<file path="src/wrd_pkg.sv">
// wrd_pkg: shared types, constants and calendar helpers for the workday return date block.
// Used by wrd_ctrl, wrd_dp and workday_return_date. No dependencies.
package wrd_pkg;

  // Field widths
  localparam int DAY_W  = 5;
  localparam int MON_W  = 4;
  localparam int YEAR_W = 14;
  localparam int VAC_W  = 12;
  localparam int WD_W   = 3;
  localparam int ERR_W  = 2;
  localparam int MASK_W = 7;

  // Packed channel widths (rounded up to whole bytes)
  localparam int IN_DATA_W  = 40;
  localparam int OUT_DATA_W = 32;

  localparam int DEF_MAX_VACATION_DAYS = 4095;

  localparam logic [MASK_W-1:0] MASK_RESET = 7'd96;   // Friday and Saturday off
  localparam logic [MASK_W-1:0] ALL_DAYS   = 7'h7f;
  localparam logic [YEAR_W-1:0] YEAR_LIMIT = 14'd9999;
  localparam logic [MON_W-1:0]  DEC        = 4'd12;
  localparam logic [WD_W-1:0]   SATURDAY   = 3'd6;

  // Reciprocals for constant division: y/100 and s/7
  localparam logic [12:0] RECIP100 = 13'd5243;
  localparam int          SHIFT100 = 19;
  localparam logic [13:0] RECIP7   = 14'd9363;
  localparam int          SHIFT7   = 16;

  typedef enum logic [1:0] {
    ERR_NONE     = 2'd0,
    ERR_DATE     = 2'd1,
    ERR_OVERFLOW = 2'd2,
    ERR_MASK     = 2'd3
  } err_t;

  typedef enum logic [3:0] {
    ST_IDLE,
    ST_Q100,
    ST_CHECK,
    ST_WSUM,
    ST_WMOD,
    ST_SKIP_PRE,
    ST_WORK,
    ST_SKIP_POST,
    ST_FINISH
  } state_t;

  // Controller -> datapath
  typedef struct packed {
    logic load;
    logic q100;
    logic check;
    logic wsum;
    logic wmod;
    logic step;
    logic count;
    logic set_err;
    err_t err;
    logic emit;
  } cmd_t;

  // Datapath -> controller
  typedef struct packed {
    logic invalid;
    logic mask_full;
    logic off_day;
    logic last_day;
    logic work_done;
    logic out_free;
  } sts_t;

  // Length of month m; 0 for a month code outside 1..12
  function automatic logic [DAY_W-1:0] month_days(input logic [MON_W-1:0] m, input logic leap);
    logic [DAY_W-1:0] n;
    case (m)
      4'd2:                               n = leap ? 5'd29 : 5'd28;
      4'd4, 4'd6, 4'd9, 4'd11:            n = 5'd30;
      4'd1, 4'd3, 4'd5, 4'd7, 4'd8, 4'd10, 4'd12: n = 5'd31;
      default:                            n = 5'd0;
    endcase
    return n;
  endfunction

  // floor(31*mm/12) with mm the March-based month index
  function automatic logic [DAY_W-1:0] month_term(input logic [MON_W-1:0] m);
    logic [DAY_W-1:0] t;
    case (m)
      4'd1:    t = 5'd28;
      4'd2:    t = 5'd31;
      4'd3:    t = 5'd2;
      4'd4:    t = 5'd5;
      4'd5:    t = 5'd7;
      4'd6:    t = 5'd10;
      4'd7:    t = 5'd12;
      4'd8:    t = 5'd15;
      4'd9:    t = 5'd18;
      4'd10:   t = 5'd20;
      4'd11:   t = 5'd23;
      4'd12:   t = 5'd25;
      default: t = 5'd0;
    endcase
    return t;
  endfunction

endpackage

</file>
<file path="src/wrd_ctrl.sv">
// wrd_ctrl: sequencer for the workday return date block.
// Depends on wrd_pkg; drives wrd_dp through cmd_t, watches sts_t.
module wrd_ctrl (
  input  logic          clk,
  input  logic          rst_n,
  input  logic          in_tvalid,
  output logic          in_tready,
  input  wrd_pkg::sts_t sts,
  output wrd_pkg::cmd_t cmd
);
  import wrd_pkg::*;

  state_t state_r, state_nxt;

  // State register
  always_ff @(posedge clk) begin
    if (!rst_n) begin
      state_r <= ST_IDLE;
    end else begin
      state_r <= state_nxt;
    end
  end

  // Next state
  always_comb begin
    state_nxt = state_r;
    case (state_r)
      ST_IDLE:      if (in_tvalid) state_nxt = ST_Q100;
      ST_Q100:      state_nxt = ST_CHECK;
      ST_CHECK: begin
        if (sts.invalid || sts.mask_full) state_nxt = ST_FINISH;
        else                              state_nxt = ST_WSUM;
      end
      ST_WSUM:      state_nxt = ST_WMOD;
      ST_WMOD:      state_nxt = ST_SKIP_PRE;
      ST_SKIP_PRE: begin
        if (!sts.off_day)      state_nxt = ST_WORK;
        else if (sts.last_day) state_nxt = ST_FINISH;
      end
      ST_WORK: begin
        if (sts.work_done)     state_nxt = ST_SKIP_POST;
        else if (sts.last_day) state_nxt = ST_FINISH;
      end
      ST_SKIP_POST: begin
        if (!sts.off_day || sts.last_day) state_nxt = ST_FINISH;
      end
      ST_FINISH:    if (sts.out_free) state_nxt = ST_IDLE;
      default:      state_nxt = ST_IDLE;
    endcase
  end

  // Outputs
  always_comb begin
    cmd       = '0;
    cmd.err   = ERR_NONE;
    in_tready = 1'b0;
    case (state_r)
      ST_IDLE: begin
        in_tready = 1'b1;
        cmd.load  = in_tvalid;
      end
      ST_Q100:  cmd.q100 = 1'b1;
      ST_CHECK: begin
        cmd.check = 1'b1;
        if (sts.invalid) begin
          cmd.set_err = 1'b1;
          cmd.err     = ERR_DATE;
        end else if (sts.mask_full) begin
          cmd.set_err = 1'b1;
          cmd.err     = ERR_MASK;
        end
      end
      ST_WSUM:  cmd.wsum = 1'b1;
      ST_WMOD:  cmd.wmod = 1'b1;
      ST_SKIP_PRE, ST_SKIP_POST: begin
        if (sts.off_day) begin
          if (sts.last_day) begin
            cmd.set_err = 1'b1;
            cmd.err     = ERR_OVERFLOW;
          end else begin
            cmd.step = 1'b1;
          end
        end
      end
      ST_WORK: begin
        if (!sts.work_done) begin
          cmd.count = !sts.off_day;
          if (sts.last_day) begin
            cmd.set_err = 1'b1;
            cmd.err     = ERR_OVERFLOW;
          end else begin
            cmd.step = 1'b1;
          end
        end
      end
      ST_FINISH: cmd.emit = sts.out_free;
      default: ;
    endcase
  end

endmodule

</file>
<file path="src/wrd_dp.sv">
// wrd_dp: date registers, weekday arithmetic, day stepper and output register.
// Depends on wrd_pkg; commanded by wrd_ctrl.
module wrd_dp #(
  parameter int MAX_VACATION_DAYS = wrd_pkg::DEF_MAX_VACATION_DAYS
) (
  input  logic                           clk,
  input  logic                           rst_n,
  input  logic [wrd_pkg::IN_DATA_W-1:0]  in_tdata,
  input  logic                           cfg_we,
  input  logic [wrd_pkg::MASK_W-1:0]     cfg_wdata,
  input  wrd_pkg::cmd_t                  cmd,
  output wrd_pkg::sts_t                  sts,
  output logic                           out_tvalid,
  input  logic                           out_tready,
  output logic [wrd_pkg::OUT_DATA_W-1:0] out_tdata,
  output logic [wrd_pkg::ERR_W-1:0]      out_tuser
);
  import wrd_pkg::*;

  // Control registers
  logic [MASK_W-1:0] mask_r;
  logic              out_valid_r, out_valid_nxt;

  // Working registers
  logic [DAY_W-1:0]  d_r, d_nxt;
  logic [MON_W-1:0]  m_r, m_nxt;
  logic [YEAR_W-1:0] y_r, y_nxt;
  logic [VAC_W-1:0]  vac_r, vac_nxt;
  logic [VAC_W-1:0]  worked_r, worked_nxt;
  logic [WD_W-1:0]   wd_r, wd_nxt;
  logic [7:0]        q100_r, q100_nxt;
  logic [6:0]        r100_r, r100_nxt;
  logic [1:0]        mod4_r, mod4_nxt;
  logic [1:0]        cmod4_r, cmod4_nxt;
  logic [14:0]       sum_r, sum_nxt;
  logic [ERR_W-1:0]  err_r, err_nxt;

  // Output registers
  logic [DAY_W-1:0]  od_r, od_nxt;
  logic [MON_W-1:0]  om_r, om_nxt;
  logic [YEAR_W-1:0] oy_r, oy_nxt;
  logic [WD_W-1:0]   owd_r, owd_nxt;
  logic [ERR_W-1:0]  oerr_r, oerr_nxt;

  // Input beat unpack
  logic [DAY_W-1:0]  in_day;
  logic [MON_W-1:0]  in_mon;
  logic [YEAR_W-1:0] in_year;
  logic [VAC_W-1:0]  in_vac;
  assign in_day  = in_tdata[4:0];
  assign in_mon  = in_tdata[8:5];
  assign in_year = in_tdata[22:9];
  assign in_vac  = in_tdata[34:23];

  // Saturate vacation length
  logic [VAC_W-1:0] vac_sat;
  always_comb begin
    if (32'(in_vac) > 32'(MAX_VACATION_DAYS)) vac_sat = VAC_W'(MAX_VACATION_DAYS);
    else                                      vac_sat = in_vac;
  end

  // y / 100 by reciprocal multiply
  logic [26:0] prod100;
  assign prod100 = 27'(y_r) * 27'(RECIP100);

  // Remainder and leap flag from the registered quotient (check cycle)
  logic [13:0]      r100_full;
  logic             leap_chk;
  logic [DAY_W-1:0] dim_chk;
  logic             invalid;
  assign r100_full = y_r - 14'(({6'd0, q100_r} << 6) + ({6'd0, q100_r} << 5)
                              + ({6'd0, q100_r} << 2));
  assign leap_chk  = (r100_full == 14'd0) ? (q100_r[1:0] == 2'd0) : (y_r[1:0] == 2'd0);
  assign dim_chk   = month_days(m_r, leap_chk);
  assign invalid   = (d_r == '0) || (m_r == '0) || (m_r > DEC) || (y_r == '0)
                     || (y_r > YEAR_LIMIT) || (d_r > dim_chk);

  // Weekday sum: d + yy + yy/4 - yy/100 + yy/400 + 31*mm/12
  logic              jan_feb;
  logic [YEAR_W-1:0] yy;
  logic [7:0]        qyy;
  logic [14:0]       sum_c;
  assign jan_feb = (m_r <= 4'd2);
  assign yy      = y_r - YEAR_W'(jan_feb);
  assign qyy     = (jan_feb && r100_r == 7'd0) ? q100_r - 8'd1 : q100_r;
  assign sum_c   = 15'(d_r) + 15'(yy) + 15'(yy >> 2) - 15'(qyy) + 15'(qyy >> 2)
                   + 15'(month_term(m_r));

  // sum mod 7 by reciprocal multiply
  logic [28:0] prod7;
  logic [12:0] q7;
  logic [15:0] q7x7;
  logic [15:0] rem7;
  assign prod7 = 29'(sum_r) * 29'(RECIP7);
  assign q7    = prod7[28:SHIFT7];
  assign q7x7  = (16'(q7) << 3) - 16'(q7);
  assign rem7  = 16'(sum_r) - q7x7;

  // Calendar state of the walk
  logic             leap_cur;
  logic [DAY_W-1:0] dim_cur;
  logic             month_end;
  logic [7:0]       mask_ext;
  assign leap_cur  = (r100_r == 7'd0) ? (cmod4_r == 2'd0) : (mod4_r == 2'd0);
  assign dim_cur   = month_days(m_r, leap_cur);
  assign month_end = (d_r >= dim_cur);
  assign mask_ext  = {1'b0, mask_r};

  // Status
  always_comb begin
    sts.invalid   = invalid;
    sts.mask_full = (mask_r == ALL_DAYS);
    sts.off_day   = mask_ext[wd_r];
    sts.last_day  = month_end && (m_r >= DEC) && (y_r >= YEAR_LIMIT);
    sts.work_done = (worked_r >= vac_r);
    sts.out_free  = !out_valid_r || out_tready;
  end

  // Next values of the working registers
  always_comb begin
    d_nxt      = d_r;
    m_nxt      = m_r;
    y_nxt      = y_r;
    vac_nxt    = vac_r;
    worked_nxt = worked_r;
    wd_nxt     = wd_r;
    q100_nxt   = q100_r;
    r100_nxt   = r100_r;
    mod4_nxt   = mod4_r;
    cmod4_nxt  = cmod4_r;
    sum_nxt    = sum_r;
    err_nxt    = err_r;

    if (cmd.load) begin
      d_nxt      = in_day;
      m_nxt      = in_mon;
      y_nxt      = in_year;
      vac_nxt    = vac_sat;
      worked_nxt = '0;
      err_nxt    = ERR_NONE;
    end
    if (cmd.q100) q100_nxt = prod100[26:SHIFT100];
    if (cmd.check) begin
      r100_nxt  = r100_full[6:0];
      mod4_nxt  = y_r[1:0];
      cmod4_nxt = q100_r[1:0];
    end
    if (cmd.wsum) sum_nxt = sum_c;
    if (cmd.wmod) wd_nxt  = rem7[2:0];
    if (cmd.count) worked_nxt = worked_r + VAC_W'(1);

    // One calendar day forward
    if (cmd.step) begin
      wd_nxt = (wd_r >= SATURDAY) ? '0 : wd_r + 3'd1;
      if (month_end) begin
        d_nxt = 5'd1;
        if (m_r >= DEC) begin
          m_nxt    = 4'd1;
          y_nxt    = y_r + 14'd1;
          mod4_nxt = mod4_r + 2'd1;
          if (r100_r >= 7'd99) begin
            r100_nxt  = '0;
            cmod4_nxt = cmod4_r + 2'd1;
          end else begin
            r100_nxt = r100_r + 7'd1;
          end
        end else begin
          m_nxt = m_r + 4'd1;
        end
      end else begin
        d_nxt = d_r + 5'd1;
      end
    end
    if (cmd.set_err) err_nxt = cmd.err;
  end

  // Output register
  always_comb begin
    od_nxt        = od_r;
    om_nxt        = om_r;
    oy_nxt        = oy_r;
    owd_nxt       = owd_r;
    oerr_nxt      = oerr_r;
    out_valid_nxt = out_valid_r && !out_tready;
    if (cmd.emit) begin
      out_valid_nxt = 1'b1;
      oerr_nxt      = err_r;
      if (err_r != ERR_NONE) begin
        od_nxt  = '0;
        om_nxt  = '0;
        oy_nxt  = '0;
        owd_nxt = '0;
      end else begin
        od_nxt  = d_r;
        om_nxt  = m_r;
        oy_nxt  = y_r;
        owd_nxt = wd_r;
      end
    end
  end

  // Control state
  always_ff @(posedge clk) begin
    if (!rst_n) begin
      mask_r      <= MASK_RESET;
      out_valid_r <= 1'b0;
    end else begin
      if (cfg_we) mask_r <= cfg_wdata;
      out_valid_r <= out_valid_nxt;
    end
  end

  // Payload state
  always_ff @(posedge clk) begin
    d_r      <= d_nxt;
    m_r      <= m_nxt;
    y_r      <= y_nxt;
    vac_r    <= vac_nxt;
    worked_r <= worked_nxt;
    wd_r     <= wd_nxt;
    q100_r   <= q100_nxt;
    r100_r   <= r100_nxt;
    mod4_r   <= mod4_nxt;
    cmod4_r  <= cmod4_nxt;
    sum_r    <= sum_nxt;
    err_r    <= err_nxt;
    od_r     <= od_nxt;
    om_r     <= om_nxt;
    oy_r     <= oy_nxt;
    owd_r    <= owd_nxt;
    oerr_r   <= oerr_nxt;
  end

  assign out_tvalid = out_valid_r;
  assign out_tdata  = {6'd0, owd_r, oy_r, om_r, od_r};
  assign out_tuser  = oerr_r;

endmodule

</file>
<file path="src/workday_return_date.sv">
// workday_return_date: top level, joins the sequencer and the datapath.
// Depends on wrd_pkg, wrd_ctrl and wrd_dp.
//
//   channel  dir  width  contents
//   in_      in   40     start date and working-day count, one beat per request
//   out_     out  32+2   return date and weekday, error code in tuser
//   cfg_     in   7      weekend mask, written when cfg_we is high
//
// One request at a time: accepted in idle, then four setup steps (quotient, date
// check, weekday sum, weekday remainder), a walk by the day stepper in three phases
// (skip leading off days, count working days, skip trailing off days) and a final
// step that loads the output. The mask sets the length of the walk. Reset (rst_n low,
// synchronous) clears the sequencer and output valid and restores the Friday/Saturday
// mask. A stalled out_ beat holds; the next in_ beat is taken while it waits.
module workday_return_date #(
  parameter int MAX_VACATION_DAYS = wrd_pkg::DEF_MAX_VACATION_DAYS
) (
  input  logic                           clk,
  input  logic                           rst_n,
  input  logic                           in_tvalid,
  output logic                           in_tready,
  // [4:0] start_day, [8:5] start_month, [22:9] start_year, [34:23] vacation_days
  input  logic [wrd_pkg::IN_DATA_W-1:0]  in_tdata,
  output logic                           out_tvalid,
  input  logic                           out_tready,
  // [4:0] return_day, [8:5] return_month, [22:9] return_year, [25:23] return_weekday
  output logic [wrd_pkg::OUT_DATA_W-1:0] out_tdata,
  // [1:0] error_code
  output logic [wrd_pkg::ERR_W-1:0]      out_tuser,
  input  logic                           cfg_we,
  input  logic [wrd_pkg::MASK_W-1:0]     cfg_wdata
);
  import wrd_pkg::*;

  cmd_t cmd;
  sts_t sts;

  // Sequencer
  wrd_ctrl u_ctrl (
    .clk       (clk),
    .rst_n     (rst_n),
    .in_tvalid (in_tvalid),
    .in_tready (in_tready),
    .sts       (sts),
    .cmd       (cmd)
  );

  // Datapath
  wrd_dp #(
    .MAX_VACATION_DAYS (MAX_VACATION_DAYS)
  ) u_dp (
    .clk        (clk),
    .rst_n      (rst_n),
    .in_tdata   (in_tdata),
    .cfg_we     (cfg_we),
    .cfg_wdata  (cfg_wdata),
    .cmd        (cmd),
    .sts        (sts),
    .out_tvalid (out_tvalid),
    .out_tready (out_tready),
    .out_tdata  (out_tdata),
    .out_tuser  (out_tuser)
  );

endmodule

</file>
<file path="config.mk">
export PLATFORM = sky130hd
export DESIGN_NAME = workday_return_date
export DESIGN_NICKNAME = d
export VERILOG_FILES = /design/src/wrd_pkg.sv /design/src/wrd_ctrl.sv /design/src/wrd_dp.sv /design/src/workday_return_date.sv
export SDC_FILE = /design/constraint.sdc
export NUM_CORES = 1
export LEC_CHECK = 0
export BUFFER_PORTS_ARGS = -buffer_cell sky130_fd_sc_hd__buf_2
export CAP_MARGIN = 10
export CORE_MARGIN = 10
export CORE_UTILIZATION = 55
export DETAILED_ROUTE_END_ITERATION = 8
export GPL_TIMING_DRIVEN = 1
export PLACE_DENSITY = 0.75
export SKIP_LAST_GASP = 1
export SYNTH_ARGS = -nofsm -noshare
export SYNTH_HDL_FRONTEND = slang
export SYNTH_SLANG_ARGS = --single-unit
</file>
<file path="constraint.sdc">
create_clock -name clk -period 5 [get_ports clk]
set_input_delay 0.25 -clock clk [delete_from_list [all_inputs] [get_ports clk]]
set_output_delay 0.25 -clock clk [all_outputs]
set_load 0.1 [all_outputs]
</file>
Word level (Yosys, flattened, before mapping). Memory sizes are Yosys's and may differ from the RTL's. A register that Yosys moved wholly into a read port is not among the register bits. Index checks and enable logic that the tools add are counted.

Bits of input ports: 52. Flip-flop bits (word level): 126. Word-level logic and storage cells: 179. ROM bits: 80. Memories kept: 1.

Memory list: (name not given) (words 16, width 5, rd ports 1, clocked after memory_dff 1, write ports 0, line wrd_pkg.sv:90) `case (m)`.

Equal/unequal tests: 24. $lt $le $gt $ge: 11. Multiplexer cells: 67. Multiply operators: 2. Reductions and logical operators: 34. Add/sub/neg operators: 20.

Operators with widths (count): two-way mux 14 bit (4); two-way mux 4 bit (11); one-hot mux 4 bit (9 select lines) (1); two-way mux 7 bit (5); == test 4 x 3 -> 1 bit, second input constant (8); one-hot mux 5 bit (3 select lines) (2); logical NOT 14 bit (2); multiplier 14 x 13 -> 27 bit, second input constant (1); == test 4 bit, second input constant (6); two-way mux 12 bit (2); two-way mux 2 bit (11); two-way mux 3 bit (7); two-way mux 5 bit (4); multiplier 15 x 14 -> 19 bit, second input constant (1); == test 4 x 2 -> 1 bit, second input constant (4); two-way mux 1 bit (16); adder 15 x 12 -> 15 bit (1); adder 15 x 5 -> 15 bit (1); adder 15 x 6 -> 15 bit (1); adder 5 x 14 -> 15 bit (1); subtractor 15 x 8 -> 15 bit (1); adder 14 x 1 -> 14 bit, second input constant (1); adder 14 x 10 -> 14 bit (1); adder 14 x 13 -> 14 bit (1); other kinds (42) (65).

Longest topological paths before layout. Gate-level depths: netlist of the first run.

Word-level depth: 12. Mapped depth: 24. Mapped depth without buffers: 24.

Cells and area by module. From an unflattened synthesis of the first run, not the netlist that was laid out.

Cell total of the unflattened synthesis: 1445. Area total of the unflattened synthesis: 14456.4 sq um.

Modules (own cells, without submodules): wrd_dp (area an instance 14032.2 sq um, cells each 1383, instances 1, sequential area each 3393.3 sq um); wrd_ctrl (area an instance 424.2 sq um, cells each 62, instances 1, sequential area each 80.1 sq um).

Least setup slack after synthesis of the first run. No wires, ideal clock.

Kind: reg2reg. Start: reg u_dp.sum_r[1]. End: reg u_dp.wd_r[2] (data pin). Path slack: -0.346 ns. Arrival time: 5.085 ns. Setup time: 0.261 ns. Stages on the path, launching flop included: 20. Period minus slack after synthesis: 5.346 ns. Path buffers: 0. Cell sequence: edfxtp_1 > ha_1 > inv_1 > fa_1 > fa_1 > inv_1 > fa_1 > fa_1 > ha_1 > nor2b_1 > o21ai_0 > nor4b_1 > nor2b_1 > nor2_1 > xnor2_1 > fa_1 > xnor2_1 > xnor2_1 > xnor2_1 > mux2i_1.

Cells in the longest elaborated chain, start to end: 5.

RTL lines: start: declaration (line wrd_dp.sv:35) `logic [14:0] sum_r, sum_nxt;`; start signal: assignment (line wrd_dp.sv:225) `sum_r <= sum_nxt;`; multiplier 15 x 14 -> 19 bit (line wrd_dp.sv:94) `assign prod7 = 29'(sum_r) * 29'(RECIP7);`; subtractor 1 x 3 -> 3 bit (line wrd_dp.sv:96) `assign q7x7 = (16'(q7) << 3) - 16'(q7);`; subtractor 3 bit * (line wrd_dp.sv:97) `assign rem7 = 16'(sum_r) - q7x7;`; two-way mux 3 bit * (line wrd_dp.sv:149) `if (cmd.wmod) wd_nxt = rem7[2:0];`; two-way mux 3 bit * (line wrd_dp.sv:153) `if (cmd.step) begin`; via u_dp.wd_nxt[2] (line wrd_dp.sv:30) `logic [WD_W-1:0] wd_r, wd_nxt;`; end signal: assignment (line wrd_dp.sv:220) `wd_r <= wd_nxt;`; end: declaration (line wrd_dp.sv:30).

Mark *: on every way through the listed nets, which the timed path passes. The rest lies on a longest branch. The select of a mux whose other input is x is not followed. A chain may end at the register's enable or synchronous reset.

Final worst setup path of the first run.
Start: reg u_dp.sum_r[4]. End: reg u_dp.wd_r[2] (data pin).

Cells in the longest elaborated chain, start to end: 5.

RTL lines (line): multiplier 15 x 14 -> 19 bit (wrd_dp.sv:94); subtractor 1 x 3 -> 3 bit (wrd_dp.sv:96); subtractor 3 bit (wrd_dp.sv:97); two-way mux 3 bit (wrd_dp.sv:149); two-way mux 3 bit (wrd_dp.sv:153); via u_dp.wd_nxt[2] (wrd_dp.sv:30).

The timed path passes the listed nets, and every way through them passes these cells. The select of a mux whose other input is x is not followed.

==> results of run 1 <==
## timing repair
action | 4_1_cts | 5_1_grt
buffers inserted | 6 | 14
hold endpoints to repair | 12 | 0
hold buffers | 12 | 0
endpoints found under the setup margin | 8 | 22
resized for setup | 28 | 71
pin swaps | 20 | 48
## registers in the layout, summed over array words and instances (netlist names), named ones only
| register | flops |
|---|---|
| u_dp.m_r | 4 |
| u_dp.q100_r | 8 |
| u_dp.err_r | 2 |
| u_dp.vac_r | 12 |
| u_dp.om_r | 4 |
| u_dp.cmod4_r | 2 |
| u_dp.y_r | 14 |
| u_dp.sum_r | 15 |
| u_dp.mod4_r | 2 |
| u_ctrl.state_r | 4 |
| u_dp.r100_r | 7 |
| u_dp.wd_r | 3 |
| u_dp.out_tvalid | 1 |
| u_dp.worked_r | 12 |
| u_dp.od_r | 5 |
| u_dp.owd_r | 3 |
| u_dp.d_r | 5 |
| u_dp.oy_r | 14 |
| u_dp.mask_r | 7 |
| u_dp.out_tuser | 2 |
## routing by layer
layer / global-route usage / wire length (um) / part of all wire / vias to the layer above
met5: 0 / 0 / 0 / -
met4: 0.07159 / 1206 / 0.034 / 0
met3: 0.04116 / 1995 / 0.056 / 108
met2: 0.3625 / 17850 / 0.50 / 359
met1: 0.2549 / 14730 / 0.41 / 5404
li1: - / - / - / 5191
## through the flow
stage	worst slack [ns]	cells	area (um^2)	setup TNS (ns)
6_report	-0.3206	1975	17030	-0.4312
5_1_grt	-0.4812	1975	17030	-1.513
4_1_cts	-0.2582	1962	16640	-0.2675
3_5_place_dp	-0.3437	1912	15780	-1.582
3_3_place_gp	-0.1496	1912	15780	-0.6524
2_1_floorplan	0.001131	1431	14320	0
## kinds of logic after synthesis
group                    count (synthesis)  synth area share
AO/OA/AOI/OAI                          187           0.08932
XOR/XNOR                                66           0.04054
adder cells (fa/ha/maj)                398            0.4164
buffers and inverters                  309           0.08450
flip-flops                             131            0.2436
multiplexers                            25           0.01895
other                                    1         0.0002630
AND/OR/NAND/NOR                        309            0.1064
## worst min path at each step
| stage | slack, ns | to | from | depth (start not counted) |
|---|---|---|---|---|
| 2_1_floorplan | 0.31 | u_dp.mask_r[5]$_SDFFE_PN1P_ | rst_n | 1 |
| 3_3_place_gp | 0.43 | u_dp.vac_r[2]$_DFFE_PP_ | in_tdata[25] | 1 |
| 3_5_place_dp | 0.43 | u_dp.vac_r[2]$_DFFE_PP_ | in_tdata[25] | 1 |
| 4_1_cts | 0.02 | u_dp.mask_r[6]$_SDFFE_PN1P_ | rst_n | 2 |
| 5_1_grt | 0.04 | u_dp.mask_r[6]$_SDFFE_PN1P_ | rst_n | 2 |
| 6_report | 0.03 | u_dp.mask_r[6]$_SDFFE_PN1P_ | rst_n | 2 |
## area by class of cell
type | instances | area (um^2)
inverter | 280 | 1057
timing repair buffer | 211 | 1473
sequential | 131 | 3493
fill | 1851 | 8293
tap | 330 | 412.9
clock inverter | 15 | 163.9
clock buffer | 17 | 425.4
multi-input combinational | 991 | 10010
## Yosys cell counts, types with 13 or more instances
cell type / number / area (um^2)
and3_1: 15 / 93.84
and2_1: 13 / 81.33
xor2_1: 14 / 122.6
edfxtp_1: 85 / 2552
nor3_1: 39 / 195.2
ha_1: 269 / 3366
dfxtp_1: 46 / 920.9
nor2_1: 75 / 281.5
mux2i_1: 18 / 180.2
nand3_1: 28 / 140.1
inv_1: 279 / 1047
o21ai_0: 37 / 185.2
nand4_1: 13 / 81.33
xnor2_1: 52 / 455.4
a21oi_1: 57 / 285.3
o21a_1: 14 / 105.1
nand2_1: 81 / 304.0
fa_1: 128 / 2562
## critical path, cell delays in order (launching register included)
cell	delay (ns)
edfxtp_1	0.44
ha_4	0.30
inv_2	0.03
fa_1	0.47
fa_1	0.51
inv_2	0.05
fa_1	0.55
fa_1	0.44
ha_1	0.30
nand4_1	0.14
a211oi_2	0.30
nor4b_4	0.09
buf_4	0.15
xnor2_1	0.12
ha_2	0.18
fa_2	0.35
xnor2_2	0.16
xnor2_2	0.17
xnor2_2	0.21
mux2i_1	0.10
## placed cells by master (no fill, tap or decap), drive strengths merged, types with 5 or more instances in the layout
cell and count:
dfxtp 46, nand2 81, and3 15, dlygate4sd3 12, o21ai 38, nand3 28
conb 6, nor3 40, fa 128, a21o 10, o221a 7, mux2 6
or2 5, nor2 75, a31oi 8, and2 13, xor2 14, nand4 13
xnor2 52, o31ai 7, ha 269, a21oi 57, buf 199, nor2b 7
mux2i 18, inv 287, edfxtp 85, nand2b 9, o21a 15, clkbuf 17
==> key figures, run 1 <==
Critical path
  • Kind of start point of the critical path: flip-flop
  • Reg2reg end: u_dp.wd_r[2]$_DFFE_PP_
  • Crit path from: u_dp.sum_r[4]$_DFFE_PP_
  • R2r setup slk: -0.32 ns
  • Worst reg2reg path startpoint: u_dp.sum_r[4]$_DFFE_PP_
  • CP arrival: 5.48 ns
  • Crit path to: u_dp.wd_r[2]$_DFFE_PP_
  • Critical path class: flip-flop to flip-flop
  • CP Capture Type: flip-flop
  • Worst r2r path cells: 19
  • Worst endpoint required time: 5.16 ns
  • Max FO, Critical Path: 2

Clock tree
  • Max clock buf depth: 2
  • CTS root buf: clkbuf_16
  • Num Clock Sinks: 131
  • Clk slew on worst S/H paths: 0.06 ns
  • TritonCTS Buffers: 17
  • Worst-Skew Late Latency: 0.43 ns
  • CTS tree: built
  • H-tree levels: 4

Timing
  • Min Hold Slack: 0.03238 ns
  • FMAX: roughly 190 MHz
  • Relative slew margins: 0.3339
  • Final period util: 1.064
  • Clock skew: 0.01221 ns
  • Slew @ Worst Pin: between 0.9 and 1 ns
  • Endpoints failing hold: 0
  • RSZ-0062 raised after global routing: true
  • Final worst slack: -0.3206 ns
  • Max-slew violations: 0
  • Period minus WS final: 5.321 ns
  • # setup viols final: 2

Logic synthesis
  • Most common flop cell mapped by yosys: edfxtp_1
  • Post-synth cell types: 75
  • Post-synthesis cell count: 1426
  • Post-Syn Area: 14260 um^2
  • Number of synthesized register bits: 131
  • Number of enable flip-flop cells after synthesis: 85
  • Warnings, synthesis: 0
  • Post-synth ARST share: 0
  • Post-synthesis sequential area ratio: 0.2436
  • Syn_area_per_cell: 10.00 um^2

Run status
  • Status: finished, violations left
  • Violated checks: negative setup slack

Floorplanning
  • I/O pins: 88
  • Starting density of the core: 0.5630
  • Die width: 181.0 um
  • DIE HEIGHT: 181.0 um
  • Core area: 25330 um^2
  • Die area: 32770 um^2
  • # rows: 58

Routing
  • Via count: 11.06k
  • Drt pass-1 iters: 5
  • Antenna viol nets, final: 0
  • Number of vias per cell: 5.601
  • DRC viols: 0
  • Mean routed wirelength per cell: 18.11 um
  • Iter 0 DRT Violations: 851
  • Drt total wl: between 30 and 40 mm

Global routing
  • Largest net degree at the start of global routing: 35
  • Antenna violations before repair: 0
  • Congestion Overflow GR: 0
  • Global Route Usage Sum: 0.2094
  • First-pass GRT wire length: 56.34 mm
  • Number of global-route vias before repair: ~11k

Run
  • Maxcap violations: 0

Cells and area
  • Share of cells above drive strength 1: 0.2049
  • Area Growth Syn to Fin: 19.45%
  • Fin util: 0.6726
  • Inserted Diodes: 0
  • Nets: roughly 2.1k

Placed design
  • GPL Wtd Cong: approximately 0.97
  • DP Wirelength: 27.47 mm
  • Port-buffer cells: 76

Hold path
  • Hold WC Path Type: input pin to flip-flop
Power of run 1 is not shown: default switching activity piles up to over one toggle a cycle in this logic, so the estimate is an artifact.
==> run 2: changes to the inputs <==
- PLACE_DENSITY: 0.75 -> 0.72
- SKIP_CTS_REPAIR_TIMING: unset -> 1
- clock period: 5 -> 5.8 ns (I/O delays scaled with it)
==> key figures, run 2 (synthesized netlist as in run 1, its figures left out) <==
Run status
  • Status: completed

Timing
  • FMAX: 181.6 MHz (-3.4%)
  • Period minus WS final: 5.507 ns (+0.1865 ns)
  • Slew @ Worst Pin: 0.9610 ns (-0.03816 ns)
  • # setup viols final: 0 (-2)
  • Min Hold Slack: 0.02300 ns (-0.009384 ns)
  • Max-slew violations: 0 (unchanged)
  • Endpoints failing hold: 0 (unchanged)
  • Clock skew: 0.01350 ns (+0.001283 ns)
  • Relative slew margins: 0.3593 (+0.02544)
  • Final period util: 0.9495 (-0.1146)

Floorplanning
  • I/O pins: 88 (unchanged)
  • Die width: 181.0 um (unchanged)
  • Die area: 32770 um^2 (unchanged)
  • Starting density of the core: 0.5630 (unchanged)
  • DIE HEIGHT: 181.0 um (unchanged)
  • # rows: 58 (unchanged)
  • Core area: 25330 um^2 (unchanged)

Routing
  • Mean routed wirelength per cell: 17.03 um (-6.0%)
  • Drt pass-1 iters: 5 (unchanged)
  • Drt total wl: 31.86 mm (-11%)
  • Via count: 10.23k (-7.5%)
  • DRC viols: 0 (unchanged)
  • Antenna viol nets, final: 0 (unchanged)
  • Number of vias per cell: 5.469 (-2.4%)
  • Iter 0 DRT Violations: 682 (-20%)

Cells and area
  • Final instance area: 15770 um^2 (-7.4%)
  • Multi-input gate area: 9624 um^2 (-3.8%)
  • Area Growth Syn to Fin: 10.56%
  • Inserted Diodes: 0 (unchanged)
  • Largest Register: u_dp.sum_r
  • Most frequent cells in the layout: 279 x inv_1, 268 x ha_1, 128 x fa_1, 85 x edfxtp_1, 81 x nand2_1
  • Share of cells above drive strength 1: 0.1123 (-0.09260)
  • Most common cell after layout, fill and taps aside: inv_1
  • Max reg flops: 15 (unchanged)
  • Nets: 1977 (-5.0%)
  • Sequential cell area: 3473 um^2 (-0.57%)
  • Fill cells: 2080 (+12%)
  • Regs by FF count: u_dp.sum_r (15), u_dp.oy_r (14), u_dp.y_r (14)

Run
  • Maxcap violations: 0 (unchanged)

Critical path
  • CP max stage delay: 0.56 ns (about the same)
  • Kind of start point of the critical path: flip-flop
  • Worst endpoint required time: 5.95 ns (+0.79 ns)
  • R2r setup slk: 0.29 ns (+0.61 ns)
  • Most frequent CP cell: fa_1
  • CP Capture Type: flip-flop
  • Crit path to: u_dp.wd_r[2]$_DFFE_PP_
  • Crit-path slowest cell: fa_1
  • Max FO, Critical Path: 4 (+2)
  • Critical path cell sequence: ha_1 -> inv_1 -> fa_1 -> fa_1 -> inv_1 -> fa_1 -> fa_1 -> ha_1 -> nand4_1 -> a211oi_1 -> nor4b_2 -> buf_4 -> nor2b_1 -> nor2_1 -> xnor2_1 -> fa_1 -> xnor2_1 -> xnor2_1 -> xnor2_1 -> mux2i_1
  • Reg2reg end: u_dp.wd_r[2]$_DFFE_PP_
  • Worst reg2reg path startpoint: u_dp.sum_r[1]$_DFFE_PP_
  • Critical path class: flip-flop to flip-flop
  • CP arrival: 5.66 ns (+0.18 ns)
  • Worst r2r path cells: 20 (+1)
  • Crit path from: u_dp.sum_r[1]$_DFFE_PP_

Global routing
  • First-pass GRT wire length: 53.11 mm (-5.7%)
  • Global Route Usage Sum: 0.1966 (-0.01280)
  • Largest net degree at the start of global routing: 29 (-17%)
  • Number of global-route vias before repair: 10.79k (-5.6%)
  • Antenna violations before repair: 1 (+1)
  • Congestion Overflow GR: 0 (unchanged)

Clock tree
  • Num Clock Sinks: 131 (unchanged)
  • Worst-Skew Late Latency: 0.43 ns (about the same)
  • H-tree levels: 4 (unchanged)
  • CTS tree: built
  • CTS root buf: clkbuf_16
  • TritonCTS Buffers: 17 (unchanged)
  • Max clock buf depth: 2 (unchanged)
  • Clk slew on worst S/H paths: 0.07 ns (about the same)

Placed design
  • Dpl cell area: 15130 um^2 (-4.1%)
  • DP Wirelength: 26.07 mm (-5.1%)
  • GPL Wtd Cong: 0.9079 (-6.0%)
  • Port-buffer cells: 76 (unchanged)

Hold path
  • Hold WC Path Type: input pin to flip-flop
run 2: how the worst min path moves through the flow:
stage          slack, ns  cells past startpoint                     endpoint                     from
2_1_floorplan       0.35                      1  u_dp.mask_r[5]$_SDFFE_PN1P_                    rst_n
4_1_cts             0.02                      1      u_dp.vac_r[6]$_DFFE_PP_             in_tdata[29]
3_3_place_gp        0.46                      2      u_dp.cmod4_r[1]$_DFF_P_  u_dp.cmod4_r[1]$_DFF_P_
3_5_place_dp        0.47                      1      u_dp.vac_r[0]$_DFFE_PP_             in_tdata[23]
6_report            0.02                      1      u_dp.vac_r[6]$_DFFE_PP_             in_tdata[29]
5_1_grt             0.02                      1      u_dp.vac_r[0]$_DFFE_PP_             in_tdata[23]
run 2: layer usage:
metal	routed length (um)	GRT usage	share of wire
met4	828	0.06606	0.026
met3	1487	0.03277	0.047
met5	12	0	0.00038
met1	13580	0.2347	0.43
met2	15950	0.3505	0.50
run 2: cell type report:
type	instances	area share
multi-input combinational	991	0.6105
tap	330	0.02619
clock buffer	17	0.02698
timing repair buffer	107	0.03889
sequential	131	0.2203
inverter	280	0.06667
clock inverter	15	0.01048
run 2: stage by stage:
stage	setup WS [ns]	util	TNS, ns	instances
floorplan	0.4540	-	0	1431
global placement	0.3112	0.5974	0	1836
detailed placement	0.2291	0.5974	0	1836
CTS	0.1987	0.6207	0	1868
global route	-0.02414	0.6225	-0.02414	1871
finish	0.2929	0.6225	0	1871
run 2: worst max-delay path: cells and delay by family (launching register included):
family	cells	cell delay (ns)
AOI/OAI and AO/OA	1	0.30
xor gates and xnor gates	4	0.62
adders and majority gates	7	3.10
buffers and inverters	3	0.29
DFF	1	0.44
muxes	1	0.11
and+or+nand+nor	4	0.37
Power of run 2 is left out for the same reason.
==> run 3: changes to the inputs <==
- TNS_END_PERCENT: unset -> 1
- clock period: 5.8 -> 6.8 ns (I/O delays scaled with it)
==> key figures, run 3 (synthesized netlist as in run 1, its figures left out) <==
Run status
  • Status: completed

Clock tree
  • Max clock buf depth: 2 (unchanged)
  • CTS root buf: clkbuf_16
  • H-tree levels: 4 (unchanged)
  • Clk slew on worst S/H paths: 0.07 ns (about the same)
  • Worst-Skew Late Latency: 0.43 ns (about the same)
  • TritonCTS Buffers: 17 (unchanged)
  • CTS tree: built
  • Num Clock Sinks: 131 (unchanged)

Timing
  • Period minus WS final: 6.016 ns (+0.5092 ns)
  • Final worst slack: 0.7837 ns (+0.4908 ns)
  • # setup viols final: 0 (unchanged)
  • RSZ-0062 raised after global routing: false
  • Slew @ Worst Pin: 1.015 ns (+0.05401 ns)
  • Setup TNS: 0 ns (unchanged)
  • Clock skew: 0.01709 ns (+0.003596 ns)
  • Min Hold Slack: 0.07903 ns (+0.05603 ns)
  • Relative slew margins: 0.3233 (-0.03601)
  • Endpoints failing hold: 0 (unchanged)
  • Final period util: 0.8848 (-0.06475)
  • Max-slew violations: 0 (unchanged)
  • FMAX: 166.2 MHz (-8.5%)

Critical path
  • CP Capture Type: flip-flop
  • Kind of start point of the critical path: flip-flop
  • Worst endpoint required time: 6.95 ns (+1.00 ns)
  • Worst r2r path cells: 18 (-10%)
  • CP arrival: 6.17 ns (+0.51 ns)
  • Critical path class: flip-flop to flip-flop
  • Max FO, Critical Path: 5 (+1)

Cells and area
  • Fill cells: 2078 (-0.096%)
  • Largest Register: u_dp.sum_r
  • Max reg flops: 15 (unchanged)
  • Finished Layout Cells: 1849 (-1.2%)
  • Most frequent cells in the layout: 279 x inv_1, 269 x ha_1, 128 x fa_1, 85 x edfxtp_1, 81 x nand2_1
  • Most common cell after layout, fill and taps aside: inv_1
  • Regs by FF count: u_dp.sum_r (15), u_dp.oy_r (14), u_dp.y_r (14)
  • Share of cells above drive strength 1: 0.09612 (-0.01615)
  • Sequential cell area: 3473 um^2 (unchanged)
  • Nets: 1955 (-1.1%)
  • Multi-input gate area: 9603 um^2 (-0.22%)
  • Inserted Diodes: 0 (unchanged)
  • Area Growth Syn to Fin: 9.116%

Hold path
  • Worst hold path depth: 1 (unchanged)
  • Hold WC Path Type: input pin to flip-flop

Global routing
  • Global Route Usage Sum: 0.1993 (+0.002750)
  • Number of global-route vias before repair: 10.59k (-1.9%)
  • Largest net degree at the start of global routing: 29 (unchanged)
  • Congestion Overflow GR: 0 (unchanged)
  • Antenna violations before repair: 0 (-1)
  • First-pass GRT wire length: 53.81 mm (+1.3%)

Routing
  • Max layer used: met4
  • Number of vias per cell: 5.511 (+0.76%)
  • Drt pass-1 iters: 5 (unchanged)
  • Via count: 10.19k (-0.42%)
  • Iter 0 DRT Violations: 632 (-7.3%)
  • Met2 WL: 15.90 mm (-0.33%)
  • Drt total wl: 32.05 mm (+0.57%)
  • Mean routed wirelength per cell: 17.33 um (+1.8%)
  • WL met3: 1.601 mm (+7.7%)
  • DRC viols: 0 (unchanged)
  • Antenna viol nets, final: 0 (unchanged)
  • Routed met1 length: 13.95 mm (+2.7%)

Floorplanning
  • DIE HEIGHT: 181.0 um (unchanged)
  • Die width: 181.0 um (unchanged)
  • Core area: 25330 um^2 (unchanged)
  • Die area: 32770 um^2 (unchanged)
  • Starting density of the core: 0.5630 (unchanged)
  • # rows: 58 (unchanged)
  • I/O pins: 88 (unchanged)

Placed design
  • Port-buffer cells: 76 (unchanged)
  • GPL Wtd Cong: 0.9034 (-0.50%)
  • Placed Instances: 1817 (-1.0%)
  • DP Wirelength: 25.70 mm (-1.4%)
  • Post-placement setup slack: 0.8091 ns (+0.5800 ns)

Run
  • Maxcap violations: 0 (unchanged)
==> run 3: worst max-delay path: stages (launching register included) <==
cell	delay (ns)
edfxtp_1	0.50
ha_1	0.41
inv_1	0.07
fa_1	0.48
fa_1	0.55
inv_1	0.06
fa_1	0.56
fa_1	0.42
ha_1	0.32
nor2b_1	0.14
o21ai_0	0.13
nor4b_1	0.71
xnor2_1	0.17
ha_1	0.23
fa_1	0.40
xnor2_1	0.20
xnor2_1	0.15
xnor2_1	0.14
mux2i_1	0.09
==> run 3: layout make-up <==
cell class	instances	share of cell area
timing repair buffer	85	0.02879
tap	330	0.02654
inverter	280	0.06755
clock buffer	18	0.02758
multi-input combinational	991	0.6172
clock inverter	14	0.009167
sequential	131	0.2232
==> run 3: path summary, 6_finish.rpt <==
check	from	to	slack, ns
max	u_dp.sum_r[1]$_DFFE_PP_	u_dp.wd_r[2]$_DFFE_PP_	0.78
min	in_tdata[29]	u_dp.vac_r[6]$_DFFE_PP_	0.08
max reg2reg	u_dp.sum_r[1]$_DFFE_PP_	u_dp.wd_r[2]$_DFFE_PP_	0.78
min reg2reg	u_dp.mod4_r[0]$_DFF_P_	u_dp.mod4_r[0]$_DFF_P_	0.49
==> run 3: routing by layer <==
| layer | GRT usage | vias to the layer above |
|---|---|---|
| met2 | 0.3449 | 244 |
| li1 | - | 4940 |
| met1 | 0.2512 | 4963 |
| met5 | 0 | - |
| met4 | 0.05434 | 0 |
| met3 | 0.03357 | 43 |
==> run 3: stage by stage <==
step                  util  instance area [um^2]
detailed placement  0.5918                 14990
global placement    0.5918                 14990
CTS                 0.6144                 15560
global route        0.6144                 15560
floorplan                -                 14280
finish              0.6144                 15560
Power of run 3 is left out for the same reason.
